<file path="src/npts_pkg.sv">
package npts_pkg;

  localparam int WORD_BITS = 32;
  localparam int DW        = 2 * WORD_BITS;
  localparam int FRAC_BITS = 16;
  localparam int LN_Q      = 30;
  localparam int DVS_BITS  = WORD_BITS + 2;
  localparam int KT_BITS   = 31;
  localparam int Q_BITS    = 31;
  localparam int DOF_BITS  = 21;

  typedef logic signed [WORD_BITS-1:0] word_t;
  typedef logic signed [DW-1:0]        dword_t;

  localparam dword_t ONE_FX  = dword_t'(1) <<< FRAC_BITS;
  localparam dword_t WMAX    = (dword_t'(1) <<< (WORD_BITS - 1)) - dword_t'(1);
  localparam dword_t WMIN    = -WMAX - dword_t'(1);
  localparam word_t  LN2_Q30 = word_t'(744261118);
  localparam logic [DOF_BITS-1:0] DOF_RST = DOF_BITS'(3);

  typedef enum logic [2:0] {
    ACT_L1   = 3'd0,
    ACT_L2   = 3'd1,
    ACT_L3   = 3'd2,
    ACT_RST  = 3'd3,
    ACT_LOAD = 3'd4
  } action_t;

  localparam logic [1:0] ERR_NONE = 2'd0;
  localparam logic [1:0] ERR_DIV  = 2'd1;
  localparam logic [1:0] ERR_LN   = 2'd2;
  localparam logic [1:0] ERR_SAT  = 2'd3;

  localparam logic [1:0] CFG_KT  = 2'd0;
  localparam logic [1:0] CFG_Q   = 2'd1;
  localparam logic [1:0] CFG_DOF = 2'd2;

  typedef struct packed {
    logic busy;
    logic done;
  } div_stat_t;

  typedef enum logic [5:0] {
    ST_IDLE, ST_GKT, ST_DISP,
    ST_L1_SQ, ST_L1_SQW, ST_L1_DIV, ST_L1_T2, ST_L1_T2W, ST_L1_IN1, ST_L1_IN2,
    ST_L1_TM, ST_L1_TMW,
    ST_L2_MUL, ST_L2_W, ST_PS_SUB,
    ST_L3_TP, ST_L3_TPW, ST_L3_DIV1, ST_L3_CF, ST_L3_DIV2, ST_L3_CC, ST_L3_CCW,
    ST_L3_SC, ST_L3_SCW,
    ST_END, ST_END_PP, ST_END_DIV, ST_END_LN, ST_END_EP, ST_END_EPW, ST_H0, ST_OUT,
    ST_LN_INIT, ST_LN_NORM, ST_LN_SQ, ST_LN_SQW, ST_LN_E, ST_LN_EW, ST_LN_FW
  } state_t;

  function automatic dword_t sx(input word_t v);
    return dword_t'(v);
  endfunction

  function automatic word_t sat_w(input dword_t v);
    if (v > WMAX) return WMAX[WORD_BITS-1:0];
    if (v < WMIN) return WMIN[WORD_BITS-1:0];
    return v[WORD_BITS-1:0];
  endfunction

  function automatic logic ovf_w(input dword_t v);
    return (v > WMAX) || (v < WMIN);
  endfunction

endpackage

</file>
<file path="src/npts_mul.sv">
module npts_mul import npts_pkg::*; (
  input  logic   clk,
  input  word_t  a,
  input  word_t  b,
  output dword_t p
);

  always_ff @(posedge clk) begin
    p <= dword_t'(a) * dword_t'(b);
  end

endmodule

</file>
<file path="config.mk">
export PLATFORM = sky130hd
export DESIGN_NAME = npts_mul
export DESIGN_NICKNAME = d
export VERILOG_FILES = /design/src/npts_pkg.sv /design/src/npts_mul.sv
export SDC_FILE = /design/constraint.sdc
export NUM_CORES = 2
export LEC_CHECK = 0
export ABC_CLOCK_PERIOD_IN_PS = 8800
export CAP_MARGIN = 10
export CORE_ASPECT_RATIO = 1.5
export CORE_MARGIN = 1
export CORE_UTILIZATION = 60
export CTS_BUF_LIST = sky130_fd_sc_hd__clkbuf_8
export CTS_CLUSTER_DIAMETER = 120
export CTS_CLUSTER_SIZE = 24
export DETAILED_ROUTE_END_ITERATION = 7
export DONT_BUFFER_PORTS = 1
export GPL_ROUTABILITY_DRIVEN = 0
export PLACE_DENSITY_LB_ADDON = 0.1
export SLEW_MARGIN = 20
export SYNTH_ARGS = -nofsm -noshare
export SYNTH_HDL_FRONTEND = slang
export SYNTH_SLANG_ARGS = --single-unit
</file>
<file path="constraint.sdc">
create_clock -name clk -period 8.8 [get_ports clk]
set_input_delay 1.76 -clock clk [delete_from_list [all_inputs] [get_ports clk]]
set_output_delay 1.76 -clock clk [all_outputs]
set_load 0.005 [all_outputs]
</file>
==> flow_metrics.py <==
metrics = {
    "critical_path": {
        "worst_ep_required_time_ps": 9190,
        "worstPathMaxFanout": 32,
        "critical-path-slowest-cell": "sky130_fd_sc_hd__fa_2",
        "worstSetupPathType": "input pin to register",
        "timing.critical_path.from_type": "input pin",
        "timing.critical_path.slowest_cell_delay_ps": 620,
        "endpoint_arrival_time_on_the_critical_path_ps": 8970,
        "end_kind": "register",
        "cp_common_cell": "sky130_fd_sc_hd__fa_1",
    },
    "route": {
        "remaining_drc_errors": 0,
        "ant_nets": 0,
        "routed_vias": 26600,
        "detail_route.iter0.violations": 1411,
        "drt-total-wl_um": 110000,
        "routed_via_density": 5.70,
        "wl_per_cell_um": 23.6,
        "drt_pass1_iterations": 6,
    },
    "clock_network": {
        "clock_tree_from_tritoncts": "yes",
        "cts_hold_buffers": 0,
        "clock-root-buffer": "sky130_fd_sc_hd__clkbuf_8",
        "numCtsBuffers": 9,
        "worst_setup_hold_path_clk_slew_ps": 110,
        "cts_max_level": 3,
        "ctsLongestPathBuffers": 2,
        "clock_sinks": 64,
    },
    "placed_design": {
        "dp_hpwl_um": 88700,
        "placedInstanceArea_um2": 38800,
        "port_buffers": 0,
    },
    "synth": {
        "synthArstFlopShare": 0,
        "synthesis.area_um2": 37200,
        "number_of_distinct_library_cells_after_synthesis": 63,
        "area_share_of_and_or_nand_nor_cells_after_synthesis": 0.154,
        "synthesized_area_fraction_occupied_by_adder_cells": 0.643,
        "post_synth.cell_area_avg_um2": 9.59,
        "yosysWarnings": 0,
        "main_combinational_cell_family_by_area_after_synthesis": "adder cells",
        "synth.area.mux_share": 0,
        "post_synth_xor_xnor_area": 0.0176,
        "syn-instance-count": 3884,
        "ys_ff_latch": 64,
        "synth_nets": 5215,
        "register_area_share_after_synthesis": 0.0344,
        "post_synthesis_compound_gate_area_fraction": 0.0346,
        "synth-edff-count": 0,
        "synth_flop_cell": "sky130_fd_sc_hd__dfxtp_1",
    },
    "sta": {
        "finalHoldViolations": 0,
        "unrepaired_setup_endpoints_after_global_routing": "false",
        "tightest_slew_ps": 916,
        "timing.final.max_slew_violations": 0,
        "fmax_mhz": 117,
        "setup_violations": 0,
        "worst_slew_margin_rel": 0.388,
        "finalCriticalPeriod_ps": 8580,
        "min_period_over_period": 0.975,
    },
    "final_layout": {
        "final.fill_count": 5109,
        "largestRegisters": "p (64)",
        "design.final.nets": 5200,
        "largest_reg_flops": 64,
        "largest-register": "p",
        "drive_above_1_share": 0.0596,
        "fin_area_um2": 39100,
        "synthToLayoutAreaGrowth_pct": 5.02,
    },
    "floorplan": {
        "dieWidth_um": 205,
        "core_area_um2": 61200,
        "io_pins": 129,
        "initial_utilization": 0.608,
        "std_cell_rows": 111,
        "floorplan.die.height_um": 307,
        "floorplan.die_area_um2": 63100,
    },
    "global_route": {
        "grt_pass1_wl_um": 173000,
        "pin_count_of_the_biggest_net_entering_global_routing": 33,
        "gr-total-overflow": 0,
        "first_global_vias": 31200,
        "grt_antenna_before_repair": 3,
        "groute.usage.overall": 0.379,
    },
    "flow_run": {
        "maxCapViolCount": 0,
    },
    "status": {
        "status": "finished, final reports clean",
    },
    "hold_path": {
        "hold_class": "input pin to register",
    },
}
==> cells in the mapped netlist (4+ instances only) <==
master / instances / area, um2
sky130_fd_sc_hd__a211oi_1: 4 / 30.0
sky130_fd_sc_hd__a21o_1: 23 / 173
sky130_fd_sc_hd__a21oi_1: 68 / 340
sky130_fd_sc_hd__a31oi_1: 12 / 75.1
sky130_fd_sc_hd__and2_1: 516 / 3230
sky130_fd_sc_hd__and3_1: 7 / 43.8
sky130_fd_sc_hd__clkbuf_1: 195 / 732
sky130_fd_sc_hd__dfxtp_1: 64 / 1280
sky130_fd_sc_hd__fa_1: 1082 / 21700
sky130_fd_sc_hd__ha_1: 184 / 2300
sky130_fd_sc_hd__inv_1: 952 / 3570
sky130_fd_sc_hd__nand2_1: 511 / 1920
sky130_fd_sc_hd__nand2b_1: 9 / 56.3
sky130_fd_sc_hd__nand3_1: 15 / 75.1
sky130_fd_sc_hd__nand4_1: 7 / 43.8
sky130_fd_sc_hd__nor2_1: 42 / 158
sky130_fd_sc_hd__nor3_1: 6 / 30.0
sky130_fd_sc_hd__o21a_1: 4 / 30.0
sky130_fd_sc_hd__o21ai_0: 28 / 140
sky130_fd_sc_hd__o21bai_1: 15 / 113
sky130_fd_sc_hd__o31ai_1: 6 / 45.0
sky130_fd_sc_hd__or3_1: 4 / 25.0
sky130_fd_sc_hd__xnor2_1: 53 / 464
sky130_fd_sc_hd__xor2_1: 22 / 193
==> per-stage QoR <==
| stage | utilization | instances | setup slack, ps | hold slack, ps | TNS [ps] |
|---|---|---|---|---|---|
| after floorplan | - | 3884 | -16.1 | 1890 | -16.1 |
| after global placement | 0.634 | 4648 | -371 | 1910 | -1370 |
| after detailed placement | 0.634 | 4648 | -496 | 1900 | -2150 |
| after CTS | 0.637 | 4664 | 24.3 | 1380 | 0 |
| after global routing | 0.639 | 4666 | 36.3 | 1410 | 0 |
| final | 0.639 | 4667 | 220 | 1410 | 0 |
==> critical path, delay by kind of cell <==
family,cells,cell delay [ps]
buffers and inverters,8,830
xor gates and xnor gates,1,190
adders and majority gates,9,4500
and+or+nand+nor,2,320
AOI/OAI and AO/OA,6,1330
==> layout make-up <==
type | count | area, um2 | share of cell area
multi-input combinational | 2668 | 31700 | 0.812
inverter | 952 | 3580 | 0.0915
timing repair buffer | 174 | 1330 | 0.0340
sequential | 64 | 1280 | 0.0328
tap | 791 | 990 | 0.0253
clock buffer | 10 | 138 | 0.00352
clock inverter | 6 | 42.5 | 0.00109
antenna | 2 | 5.00 | 0.000128
==> layout by cell type, fill, tap and decap left out, types with 21 or more instances in the layout <==
cell type	count
sky130_fd_sc_hd__nand2_1	510
sky130_fd_sc_hd__nor2_1	42
sky130_fd_sc_hd__a21oi_1	67
sky130_fd_sc_hd__fa_1	1077
sky130_fd_sc_hd__ha_1	183
sky130_fd_sc_hd__inv_1	949
sky130_fd_sc_hd__xnor2_1	52
sky130_fd_sc_hd__o21ai_0	28
sky130_fd_sc_hd__dfxtp_1	64
sky130_fd_sc_hd__xor2_1	21
sky130_fd_sc_hd__a21o_1	23
sky130_fd_sc_hd__and2_1	516
sky130_fd_sc_hd__buf_4	172
==> worst paths after layout <==
| path | start | end | depth (start not counted) |
|---|---|---|---|
| setup / recovery | b[6] | p[60] | 26 |
| hold / removal | a[0] | p[0] | 1 |
==> timing repair <==
item                                    in CTS  in global routing
pin swaps                                    0                  4
setup buffers                                0                  1
resized for setup                            1                 13
endpoints found under the setup margin       1                  4
==> layer usage <==
layer | vias up | routed length, um | global-route usage
met3 | 550 | 6780 | 0.0734
li1 | 11000 | - | -
met4 | 0 | 14300 | 0.395
met5 | - | 0 | 0
met2 | 1134 | 56200 | 0.643
met1 | 13900 | 32600 | 0.371
==> cell families (layout without fill, tap and decap cells) <==
group | Yosys count | count (layout)
AND/OR/NAND/NOR | 1134 | 1134
flip-flops | 64 | 64
buffers and inverters | 1152 | 1142
other | 0 | 2
XOR/XNOR | 75 | 75
AO/OA/AOI/OAI | 193 | 193
adder cells (fa/ha/maj) | 1266 | 1266
Power is not shown: default switching activity piles up to over one toggle a cycle in this logic, so the estimate is an artifact.
