<file path="src/npts_pkg.sv">
package npts_pkg;

  localparam int WORD_BITS = 32;
  localparam int DW        = 2 * WORD_BITS;
  localparam int FRAC_BITS = 16;
  localparam int LN_Q      = 30;
  localparam int DVS_BITS  = WORD_BITS + 2;
  localparam int KT_BITS   = 31;
  localparam int Q_BITS    = 31;
  localparam int DOF_BITS  = 21;

  typedef logic signed [WORD_BITS-1:0] word_t;
  typedef logic signed [DW-1:0]        dword_t;

  localparam dword_t ONE_FX  = dword_t'(1) <<< FRAC_BITS;
  localparam dword_t WMAX    = (dword_t'(1) <<< (WORD_BITS - 1)) - dword_t'(1);
  localparam dword_t WMIN    = -WMAX - dword_t'(1);
  localparam word_t  LN2_Q30 = word_t'(744261118);
  localparam logic [DOF_BITS-1:0] DOF_RST = DOF_BITS'(3);

  typedef enum logic [2:0] {
    ACT_L1   = 3'd0,
    ACT_L2   = 3'd1,
    ACT_L3   = 3'd2,
    ACT_RST  = 3'd3,
    ACT_LOAD = 3'd4
  } action_t;

  localparam logic [1:0] ERR_NONE = 2'd0;
  localparam logic [1:0] ERR_DIV  = 2'd1;
  localparam logic [1:0] ERR_LN   = 2'd2;
  localparam logic [1:0] ERR_SAT  = 2'd3;

  localparam logic [1:0] CFG_KT  = 2'd0;
  localparam logic [1:0] CFG_Q   = 2'd1;
  localparam logic [1:0] CFG_DOF = 2'd2;

  typedef struct packed {
    logic busy;
    logic done;
  } div_stat_t;

  typedef enum logic [5:0] {
    ST_IDLE, ST_GKT, ST_DISP,
    ST_L1_SQ, ST_L1_SQW, ST_L1_DIV, ST_L1_T2, ST_L1_T2W, ST_L1_IN1, ST_L1_IN2,
    ST_L1_TM, ST_L1_TMW,
    ST_L2_MUL, ST_L2_W, ST_PS_SUB,
    ST_L3_TP, ST_L3_TPW, ST_L3_DIV1, ST_L3_CF, ST_L3_DIV2, ST_L3_CC, ST_L3_CCW,
    ST_L3_SC, ST_L3_SCW,
    ST_END, ST_END_PP, ST_END_DIV, ST_END_LN, ST_END_EP, ST_END_EPW, ST_H0, ST_OUT,
    ST_LN_INIT, ST_LN_NORM, ST_LN_SQ, ST_LN_SQW, ST_LN_E, ST_LN_EW, ST_LN_FW
  } state_t;

  function automatic dword_t sx(input word_t v);
    return dword_t'(v);
  endfunction

  function automatic word_t sat_w(input dword_t v);
    if (v > WMAX) return WMAX[WORD_BITS-1:0];
    if (v < WMIN) return WMIN[WORD_BITS-1:0];
    return v[WORD_BITS-1:0];
  endfunction

  function automatic logic ovf_w(input dword_t v);
    return (v > WMAX) || (v < WMIN);
  endfunction

endpackage

</file>
<file path="src/npts_div.sv">
module npts_div import npts_pkg::*; (
  input  logic                       clk,
  input  logic                       rst,
  input  logic                       start,
  input  dword_t                     dividend,
  input  logic signed [DVS_BITS-1:0] divisor,
  output div_stat_t                  stat,
  output dword_t                     quotient
);

  localparam int CNT_BITS = $clog2(DW);

  logic [CNT_BITS-1:0] cnt;
  logic                busy;
  logic                done;
  logic                neg;
  logic [DW-1:0]       quo;
  logic [DVS_BITS-1:0] dsr;
  logic [DVS_BITS-1:0] rem;
  logic [DVS_BITS:0]   shifted;
  logic [DVS_BITS:0]   diff;
  logic                take;

  assign shifted = {rem, quo[DW-1]};
  assign diff    = shifted - {1'b0, dsr};
  assign take    = !diff[DVS_BITS];

  always_ff @(posedge clk) begin
    if (rst) begin
      busy <= 1'b0;
      done <= 1'b0;
      cnt  <= '0;
    end else begin
      done <= 1'b0;
      if (start) begin
        busy <= 1'b1;
        cnt  <= '0;
      end else if (busy) begin
        cnt <= cnt + 1'b1;
        if (cnt == CNT_BITS'(DW - 1)) begin
          busy <= 1'b0;
          done <= 1'b1;
        end
      end
    end
  end

  // restoring divide on magnitudes, one quotient bit per cycle
  always_ff @(posedge clk) begin
    if (start) begin
      neg <= dividend[DW-1] ^ divisor[DVS_BITS-1];
      quo <= dividend[DW-1] ? -dividend : dividend;
      dsr <= divisor[DVS_BITS-1] ? -divisor : divisor;
      rem <= '0;
    end else if (busy) begin
      rem <= take ? diff[DVS_BITS-1:0] : shifted[DVS_BITS-1:0];
      quo <= {quo[DW-2:0], take};
    end
  end

  assign quotient  = neg ? -dword_t'(quo) : dword_t'(quo);
  assign stat.busy = busy;
  assign stat.done = done;

`ifndef NO_ASSERTIONS
  a_start_idle: assert property (@(posedge clk) disable iff (rst) start |-> !busy)
    else $error("divider restarted while busy");
  a_done_pulse: assert property (@(posedge clk) disable iff (rst) done |=> !done)
    else $error("divider done longer than one cycle");
  a_busy_src: assert property (@(posedge clk) disable iff (rst) $rose(busy) |-> $past(start))
    else $error("divider busy without start");
`endif

endmodule

</file>
<file path="config.mk">
export PLATFORM = sky130hd
export DESIGN_NAME = npts_div
export DESIGN_NICKNAME = d
export VERILOG_FILES = /design/src/npts_pkg.sv /design/src/npts_div.sv
export SDC_FILE = /design/constraint.sdc
export NUM_CORES = 1
export LEC_CHECK = 0
export ABC_CLOCK_PERIOD_IN_PS = 10400
export BUFFER_PORTS_ARGS = -buffer_cell sky130_fd_sc_hd__buf_2
export CAP_MARGIN = 0
export CORE_UTILIZATION = 54
export DETAILED_ROUTE_END_ITERATION = 7
export PLACE_DENSITY = 0.77
export SLEW_MARGIN = 25
export SYNTH_ARGS = -nofsm -noshare
export SYNTH_HDL_FRONTEND = slang
export SYNTH_SLANG_ARGS = --single-unit
</file>
<file path="constraint.sdc">
create_clock -name clk -period 10.4 [get_ports clk]
set_input_delay 1.04 -clock clk [delete_from_list [all_inputs] [get_ports clk]]
set_output_delay 1.04 -clock clk [all_outputs]
set_load 0.05 [all_outputs]
</file>
==> flow_summary.json, run 1 <==
{
  "share_comb_of_total_power_pct": 33.8,
  "final-hold-violation-count": 0,
  "grt_max_degree": 111,
  "grt_pass1_wl_mm": 41.4,
  "track_usage_pct": 25.7,
  "route.met3.wl_mm": 1.46,
  "rows": 50,
  "initial_core_util_pct": 55.8,
  "syn_to_final_growth_pct": 14.9,
  "fp.dieArea_sq_um": 20200,
  "syn_avg_cell_area_sq_um": 8.79,
  "dr.max_layer_used": "met4",
  "wirelength_mm": 25.4,
  "ys_seq_elements": 141,
  "dp_hpwl_mm": 18.7,
  "antenna_left": 0,
  "ios": 167,
  "crit_arrival_ps": 4580,
  "cts_root_buffer": "clkbuf_16",
  "met2_length_mm": 12.1,
  "min_period_ps": 5620,
  "ff2ff_path_depth": 14,
  "cp.required_ps": 9360,
  "drive_gt1_share_pct": 17.6,
  "rsz0062_at_grt": "false",
  "die_w_um": 142,
  "routedWlPerCell_um": 15.7,
  "ys_warn_count": 0,
  "clk_latency_ps": 430,
  "clock.fmax_mhz": 178,
  "max_cap_viol_count": 0,
  "setup.worst_path.start_class": "flop",
  "post_dp_cell_area_sq_um": 11600,
  "fin_ws_ps": 4780,
  "crit_chain": "or4_4 -> or4_4 -> or3_4 -> or4_4 -> or3_4 -> or3_4 -> or2_4 -> o41ai_4 -> xnor2_1 -> buf_2",
  "cts_tree": "built",
  "end_kind": "output port",
  "fin_setup_tns_ps": 0,
  "synthFlopType": "edfxtp_1",
  "cellLeakagePower_nw": 4.77,
  "numCtsBuffers": 17,
  "cp_max_fo": 6,
  "utilization_pct": 64.2,
  "grt_pass1_vias": 8511,
  "viasPerCell": 5.75,
  "fin_nets": 1477,
  "drt_iter0_markers": 649,
  "filler_cell_count": 1668,
  "p_int_w": 0.00127,
  "ys_types": 61,
  "tightest_slew_ps": 987,
  "reg2reg_from": "quo[63]",
  "synth_fp_nets": 1348,
  "p_per_area_nw_per_um2": 167,
  "final_common_cell": "buf_2",
  "syn_area_sq_um": 10600,
  "wirelength_met1_mm": 11.4,
  "crit_type": "flop to output port",
  "cts-htree-levels": 4,
  "crit_start": "quo[10]",
  "gr-total-overflow": 0,
  "dr.pass1.iters": 5,
  "setup_viol": 0,
  "vias": 9264,
  "r2r-end": "rem[0]",
  "worstSetupEndpoint": "quotient[63]",
  "outcome": "finished clean",
  "die_h_um": 142,
  "power.share.clock_pct": 30.7,
  "switchingPower_w": 0.000762,
  "place_ws_ps": 5230,
  "antenna_found_initial": 1,
  "finalClockSkew_ps": 10.6,
  "clockBufferDepth": 2,
  "report.final.slew_viol_count": 0,
  "hold_path.class": "flop to flop",
  "synthCells": 1208,
  "slowest_delay_ps": 590,
  "ir_worst_vdd_mv": 0.126,
  "yosysSeqAreaShare_pct": 35.9,
  "clk_pin_slew_ps": 60,
  "holdWs_ps": 497,
  "seq_power_share_pct": 35.4,
  "critPathSlowestCell": "or4_4",
  "power.share.switching_pct": 37.5,
  "place_congestion": 0.881,
  "post_cts_buffers": 0,
  "fin_crit_sh_pct": 54.1,
  "portBuffers": 166,
  "design_area_sq_um": 12200,
  "slew_headroom_pct": 33.9,
  "drc": 0,
  "synth_edf_count": 99,
  "layout_common_cells": "165 x buf_2, 122 x nor2_1, 103 x xnor2_1",
  "postCtsHoldBufs": 0,
  "cts.sinks": 141,
  "post_cts_resized": 0,
  "regToRegSetupSlack_ps": 6040,
  "synthArstFlopShare_pct": 0,
  "core_sq_um": 19000
}
-- final cells by class --
cell class              count  area [sq um]  share of cell area, %
diodes                      2          5.00                 0.0410
clock buffers              17           425                   3.49
clock inverters            15           171                   1.40
inverters                  53           199                   1.63
multi-input cells         952          6370                   52.2
flip-flops and latches    141          3810                   31.3
well taps                 260           325                   2.67
repair buffers            172           898                   7.36
-- through the flow --
step / total power (W) / cells
after floorplan: 0.00125 / 1208
after global placement: 0.00140 / 1577
after detailed placement: 0.00141 / 1577
after CTS: 0.00204 / 1609
after global routing: 0.00213 / 1610
final: 0.00203 / 1612
-- metal layers --
layer,track usage (%),vias up
met5,0,-
met4,8.60,0
met3,4.10,32
met2,43.2,264
met1,33.8,4309
li1,-,4659
-- synth_stat cells (all sizes together) (3+ instances only) --
library cell	count	area, sq um
nor2	122	458
xnor2	104	911
a21oi	102	510
edfxtp	99	2970
nand2	86	323
xor2	86	753
o21ai	71	355
clkbuf	54	203
o31ai	54	415
inv	53	199
dfxtp	42	841
or3	42	285
ha	38	475
a211oi	25	188
or4	25	201
mux2i	21	210
o41ai	18	176
a21o	17	128
nand3	17	85.1
nor3	14	70.1
nand2b	11	68.8
nand4	11	68.8
nor4	9	56.3
or2	9	58.8
buf	8	48.8
o211ai	8	60.1
and3	7	43.8
nor2b	6	37.5
a21boi	4	30.0
a311oi	4	35.0
a31oi	4	25.0
nor3b	4	30.0
a2bb2oi	3	26.3
mux2	3	33.8
nand3b	3	22.5
o21a	3	22.5
-- flip-flops by register name (all words and copies together), names as in the netlist --
signal,count
rem,34
quo,64
neg,1
dsr,34
cnt,6
busy,1
done,1
-- worst max-delay path, delay by kind of cell, from the launching register on --
kind | cells | cell delay [ps]
simple gates | 7 | 2980
compound gates | 1 | 290
flops | 1 | 450
xor+xnor | 1 | 160
buf+inv | 1 | 280
-- worst min-delay path by stage --
stage          startpoint      to  slack, ps  cells past startpoint
2_1_floorplan      cnt[5]    done        440                      2
3_3_place_gp       cnt[5]    done        470                      2
3_5_place_dp       cnt[5]    done        470                      2
4_1_cts            cnt[5]    done        500                      2
5_1_grt            cnt[5]    done        510                      2
6_report           cnt[5]  cnt[5]        500                      2
-- cells by family after synthesis --
family                     synth area share [%]
AOI/OAI and AO/OA                          19.7
and+or+nand+nor                            17.5
muxes                                      2.30
DFF                                        35.9
adders and majority gates                  4.66
buffers and inverters                      4.24
xor gates and xnor gates                   15.7
-- power groups by stage --
| stage | Clock [W] | Sequential (W) | Combinational [W] |
|---|---|---|---|
| finish | 0.000625 | 0.000721 | 0.000688 |
| floorplan | 0 | 0.000716 | 0.000534 |
| global route | 0.000657 | 0.000728 | 0.000745 |
| detailed placement | 0 | 0.000731 | 0.000682 |
| CTS | 0.000633 | 0.000719 | 0.000687 |
| global placement | 0 | 0.000728 | 0.000674 |
Power figures use the tool's default switching activity.
==> inputs of run 2 (changes only) <==
- ABC_CLOCK_PERIOD_IN_PS: 10400 -> 5100
- CORE_UTILIZATION: 54 -> 53
- PLACE_DENSITY: 0.77 -> 0.78
- clock period: 10.4 -> 5.1 ns (I/O delays scaled with it)
==> flow_summary.json, run 2 (synthesis results as in run 1) <==
{
  "gr-usage-met3_pct": 5.00,
  "largest_reg_flops": 64,
  "clockBufferDepth": 2,
  "wirelength_mm": 25.3,
  "filler_cell_count": 1688,
  "numCtsBuffers": 17,
  "slew_headroom_pct": 42.5,
  "place_congestion": 0.874,
  "min_period_ps": 4970,
  "vias": 9425,
  "clock.fmax_mhz": 201,
  "cp.required_ps": 4590,
  "post_dp_cell_area_sq_um": 11600,
  "viasPerCell": 5.82,
  "place_inst": 1583,
  "critPathBufInv": 1,
  "syn_to_final_growth_pct": 15.4,
  "grt_pass1_wl_mm": 41.4,
  "initial_core_util_pct": 54.4,
  "fin_cells": 1619,
  "setup_viol": 0,
  "end_kind": "output port",
  "final-hold-violation-count": 0,
  "die_w_um": 144,
  "dp_hpwl_mm": 18.8,
  "clk_latency_ps": 420,
  "fp.dieArea_sq_um": 20600,
  "cts_root_buffer": "clkbuf_16",
  "crit_chain": "or4_4 -> or4_4 -> or3_4 -> or4_4 -> or3_4 -> or3_4 -> or2_4 -> o41ai_4 -> xnor2_1 -> clkbuf_4",
  "max_cap_viol_count": 0,
  "critPathSlowestCell": "or4_4",
  "rsz0062_at_grt": "false",
  "fin_setup_tns_ps": 0,
  "tightest_slew_ps": 862,
  "layout_common_cells": "163 x buf_2, 122 x nor2_1, 103 x xnor2_1",
  "dr.pass1.iters": 7,
  "die_h_um": 144,
  "ir_worst_vdd_mv": 0.246,
  "place_ws_ps": 541,
  "core_sq_um": 19500,
  "drc": 0,
  "cp_max_fo": 6,
  "outcome": "finished clean",
  "fin_ws_ps": 128,
  "crit_arrival_ps": 4460,
  "cts.sinks": 141,
  "clk_pin_slew_ps": 60,
  "cts_tree": "built",
  "drive_gt1_share_pct": 17.3,
  "grt_max_degree": 79,
  "grt_use_met2_pct": 41.4,
  "design_area_sq_um": 12300,
  "finalClockSkew_ps": 7.26,
  "fin_crit_sh_pct": 97.5,
  "gr-total-overflow": 0,
  "routedWlPerCell_um": 15.6,
  "final_common_cell": "buf_2",
  "setup.worst_path.start_class": "flop",
  "antenna_found_initial": 4,
  "fin_nets": 1477,
  "track_usage_pct": 25.3,
  "reg_top3": "quo (64), dsr (34), rem (34)",
  "portBuffers": 166,
  "report.final.slew_viol_count": 0,
  "p_per_area_nw_per_um2": 346,
  "grt_most_used_layer": "met2",
  "ios": 167,
  "cts-htree-levels": 4,
  "drt_iter0_markers": 465,
  "cpLargestDelayFamily": "simple AND/OR/NAND/NOR gates",
  "hold_path.class": "primary input to flop",
  "grt_pass1_vias": 8586,
  "rows": 51,
  "crit_type": "flop to output port",
  "cellLeakagePower_nw": 4.79,
  "gr-usage-met1_pct": 33.2,
  "antenna_left": 0,
  "slowest_delay_ps": 560,
  "top_register": "quo"
}
-- run 2: cell types whose count changed in the layout (fill, tap and decap cells not counted), sizes merged --
cell	change
buf	-1
bufinv	+2
clkbuf	+3
clkinv	-2
clkinvlp	-1
diode	+2
inv	-1
-- run 2: final timing paths --
| check | startpoint | endpoint | slack (ps) | cells past startpoint |
|---|---|---|---|---|
| setup / recovery | quo[9] | quotient[63] | 130 | 10 |
| setup reg to reg | quo[63] | rem[0] | 1100 | 14 |
| hold / removal | rst | busy | 250 | 2 |
| hold reg to reg | cnt[5] | done | 480 | 2 |
-- run 2: repair_timing --
| action | 4_1_cts | 5_1_grt |
|---|---|---|
| hold buffers | 0 | 0 |
| setup buffers | 0 | 0 |
| setup endpoints to repair | 0 | 1 |
| gates resized for setup | 0 | 1 |
-- run 2: area by class of cell --
cell class                 count  area (sq um)  share of cell area [%]
multi-input combinational    952          6370                    51.9
clock buffer                  19           443                    3.61
antenna                        4          10.0                  0.0816
sequential                   141          3810                    31.1
timing repair buffer         172           900                    7.34
clock inverter                13           195                    1.59
inverter                      53           200                    1.63
tap                          265           332                    2.70
-- run 2: metal layers --
metal	vias to the layer above	wire length [um]
met5	-	17
met4	2	510
met1	4405	11300
met3	42	1740
li1	4662	-
met2	314	11700
-- run 2: report_power, final --
group / total, W / leakage [nW] / switching [W] / internal, W
registers: 0.00147 / 1.31 / 0.000102 / 0.00137
logic: 0.00141 / 3.17 / 0.000948 / 0.000462
clock network: 0.00136 / 0.306 / 0.000483 / 0.000876
total: 0.00424 / 4.79 / 0.00153 / 0.00270
-- run 2: per-stage QoR --
step	power (W)	hold WS (ps)	util (%)
3_5_place_dp	0.00289	466	59.4
5_1_grt	0.00444	246	62.8
4_1_cts	0.00424	244	62.7
3_3_place_gp	0.00286	465	59.4
6_report	0.00424	254	62.8
2_1_floorplan	0.00255	445	-
==> inputs of run 3 (changes only) <==
- GPL_TIMING_DRIVEN: default -> 0
==> flow_summary.json, run 3 (synthesis results as in run 1) <==
{
  "outcome": "finished clean",
  "dr.pass1.iters": 5,
  "end_kind": "output port",
  "viasPerCell": 5.85,
  "fin_setup_tns_ps": 0,
  "routedWlPerCell_um": 17.2,
  "layout_common_cells": "160 x buf_2, 122 x nor2_1, 102 x a21oi_1, 102 x xnor2_1, 99 x edfxtp_1",
  "cts-htree-levels": 4,
  "p_int_w": 0.00263,
  "power.share.clock_pct": 30.2,
  "max_cap_viol_count": 0,
  "ir_worst_vdd_mv": 0.288,
  "grt_max_degree": 52,
  "setup_viol": 0,
  "cp.required_ps": 4590,
  "top_register": "quo",
  "place_congestion": 0.953,
  "largest_reg_flops": 64,
  "cts.sinks": 141,
  "grt_pass1_vias": 9006,
  "final-hold-violation-count": 0,
  "numCtsBuffers": 17,
  "drt_iter0_markers": 747,
  "vias": 9847,
  "p_per_area_nw_per_um2": 336,
  "clock.fmax_mhz": 199,
  "slew_headroom_pct": 39.6,
  "setup.worst_path.start_class": "flop",
  "rsz0062_at_grt": "false",
  "drc": 0,
  "antenna_found_initial": 5,
  "grt_pass1_wl_mm": 45.1,
  "report.final.slew_viol_count": 0,
  "die_h_um": 144,
  "share_comb_of_total_power_pct": 34.8,
  "tightest_slew_ps": 905,
  "design_area_sq_um": 12500,
  "core_sq_um": 19500,
  "crit_arrival_ps": 4520,
  "reg_top3": "quo (64), dsr (34), rem (34)",
  "cellLeakagePower_nw": 4.89,
  "dp_hpwl_mm": 21.8,
  "wirelength_mm": 29.0,
  "cp_max_fo": 6,
  "fp.dieArea_sq_um": 20600,
  "die_w_um": 144,
  "clk_latency_ps": 440,
  "post_dp_cell_area_sq_um": 11800,
  "power.share.switching_pct": 37.6,
  "ios": 167,
  "hold_path.class": "primary input to flop",
  "drive_gt1_share_pct": 16.9,
  "track_usage_pct": 28.4,
  "crit_type": "flop to output port",
  "cts_tree": "built",
  "antenna_left": 0,
  "initial_core_util_pct": 54.4,
  "syn_to_final_growth_pct": 17.9,
  "min_period_ps": 5030,
  "postCtsHoldBufs": 0,
  "clk_pin_slew_ps": 50,
  "seq_power_share_pct": 35.0,
  "fin_crit_sh_pct": 98.6,
  "rows": 51,
  "final_common_cell": "buf_2",
  "gr-total-overflow": 0,
  "fin_nets": 1539,
  "clockBufferDepth": 2,
  "finalClockSkew_ps": 9.66,
  "cts_root_buffer": "clkbuf_16",
  "switchingPower_w": 0.00158,
  "portBuffers": 164
}
==> run 3: cell types whose count changed in the layout (fill, tap and decap cells not counted), moves of 4 or more <==
cell | before | now
clkbuf_1 | 1 | 56
clkbuf_16 | 17 | 21
buf_1 | 0 | 4
buf_4 | 6 | 14
bufinv_16 | 5 | 1
==> run 3: power groups by stage <==
stage,Clock [W],Combinational (W),Sequential (W)
2_1_floorplan,0,0.00109,0.00146
3_3_place_gp,0,0.00140,0.00149
3_5_place_dp,0,0.00143,0.00149
4_1_cts,0.00128,0.00144,0.00147
5_1_grt,0.00132,0.00158,0.00149
6_report,0.00127,0.00147,0.00148
==> run 3: layer usage <==
layer  track usage [%]  wire length [um]  up-vias  share of wire (%)
met3              5.36              2080       60                7.2
met1              35.6             12200     4589                 42
li1                  -                 -     4792                  -
met5                 0                 0        -                  0
met2              48.0             13900      406                 48
met4              11.3               817        0                2.8
==> run 3: final timing paths <==
kind / slack (ps) / from / cells after the start / end
worst min-delay path: 260 / rst / 2 / busy
worst max-delay path: 70 / quo[9] / 10 / quotient[63]
worst min register to register: 470 / cnt[5] / 2 / done
worst max register to register: 370 / quo[63] / 16 / rem[2]
==> run 3: critical path: stages (launching register included) <==
cell and delay (ps):
edfxtp_1 470, or4_4 590, or4_4 430, or3_4 440, or4_4 480, or3_4 380, or3_4 370, or2_4 300
o41ai_4 250, xnor2_2 180, buf_6 190
==> run 3: through the flow <==
| step | hold WS [ps] | utilization (%) | power (W) | setup slack [ps] | cells |
|---|---|---|---|---|---|
| floorplan | 445 | - | 0.00255 | 561 | 1208 |
| global placement | 463 | 60.3 | 0.00290 | 432 | 1637 |
| detailed placement | 469 | 60.5 | 0.00292 | 397 | 1638 |
| CTS | 245 | 63.6 | 0.00419 | 10.4 | 1670 |
| global route | 249 | 64.1 | 0.00439 | 12.0 | 1680 |
| finish | 255 | 64.1 | 0.00421 | 73.0 | 1684 |
==> run 3: final cells by class <==
cell class	instances	area, sq um
Tap cell	265	332
Sequential cell	141	3810
Buffer	61	240
Clock inverter	9	76.3
Fill cell	1688	7000
Clock buffer	23	533
Inverter	53	201
Multi-Input combinational cell	952	6390
Antenna cell	7	17.5
Timing Repair Buffer	173	922
==> run 3: what timing repair did <==
action | 4_1_cts | 5_1_grt
endpoints found under the hold margin | 0 | 0
buffers inserted | 0 | 8
pin swaps | 2 | 6
gates resized for setup | 4 | 5
setup endpoints to repair | 4 | 4
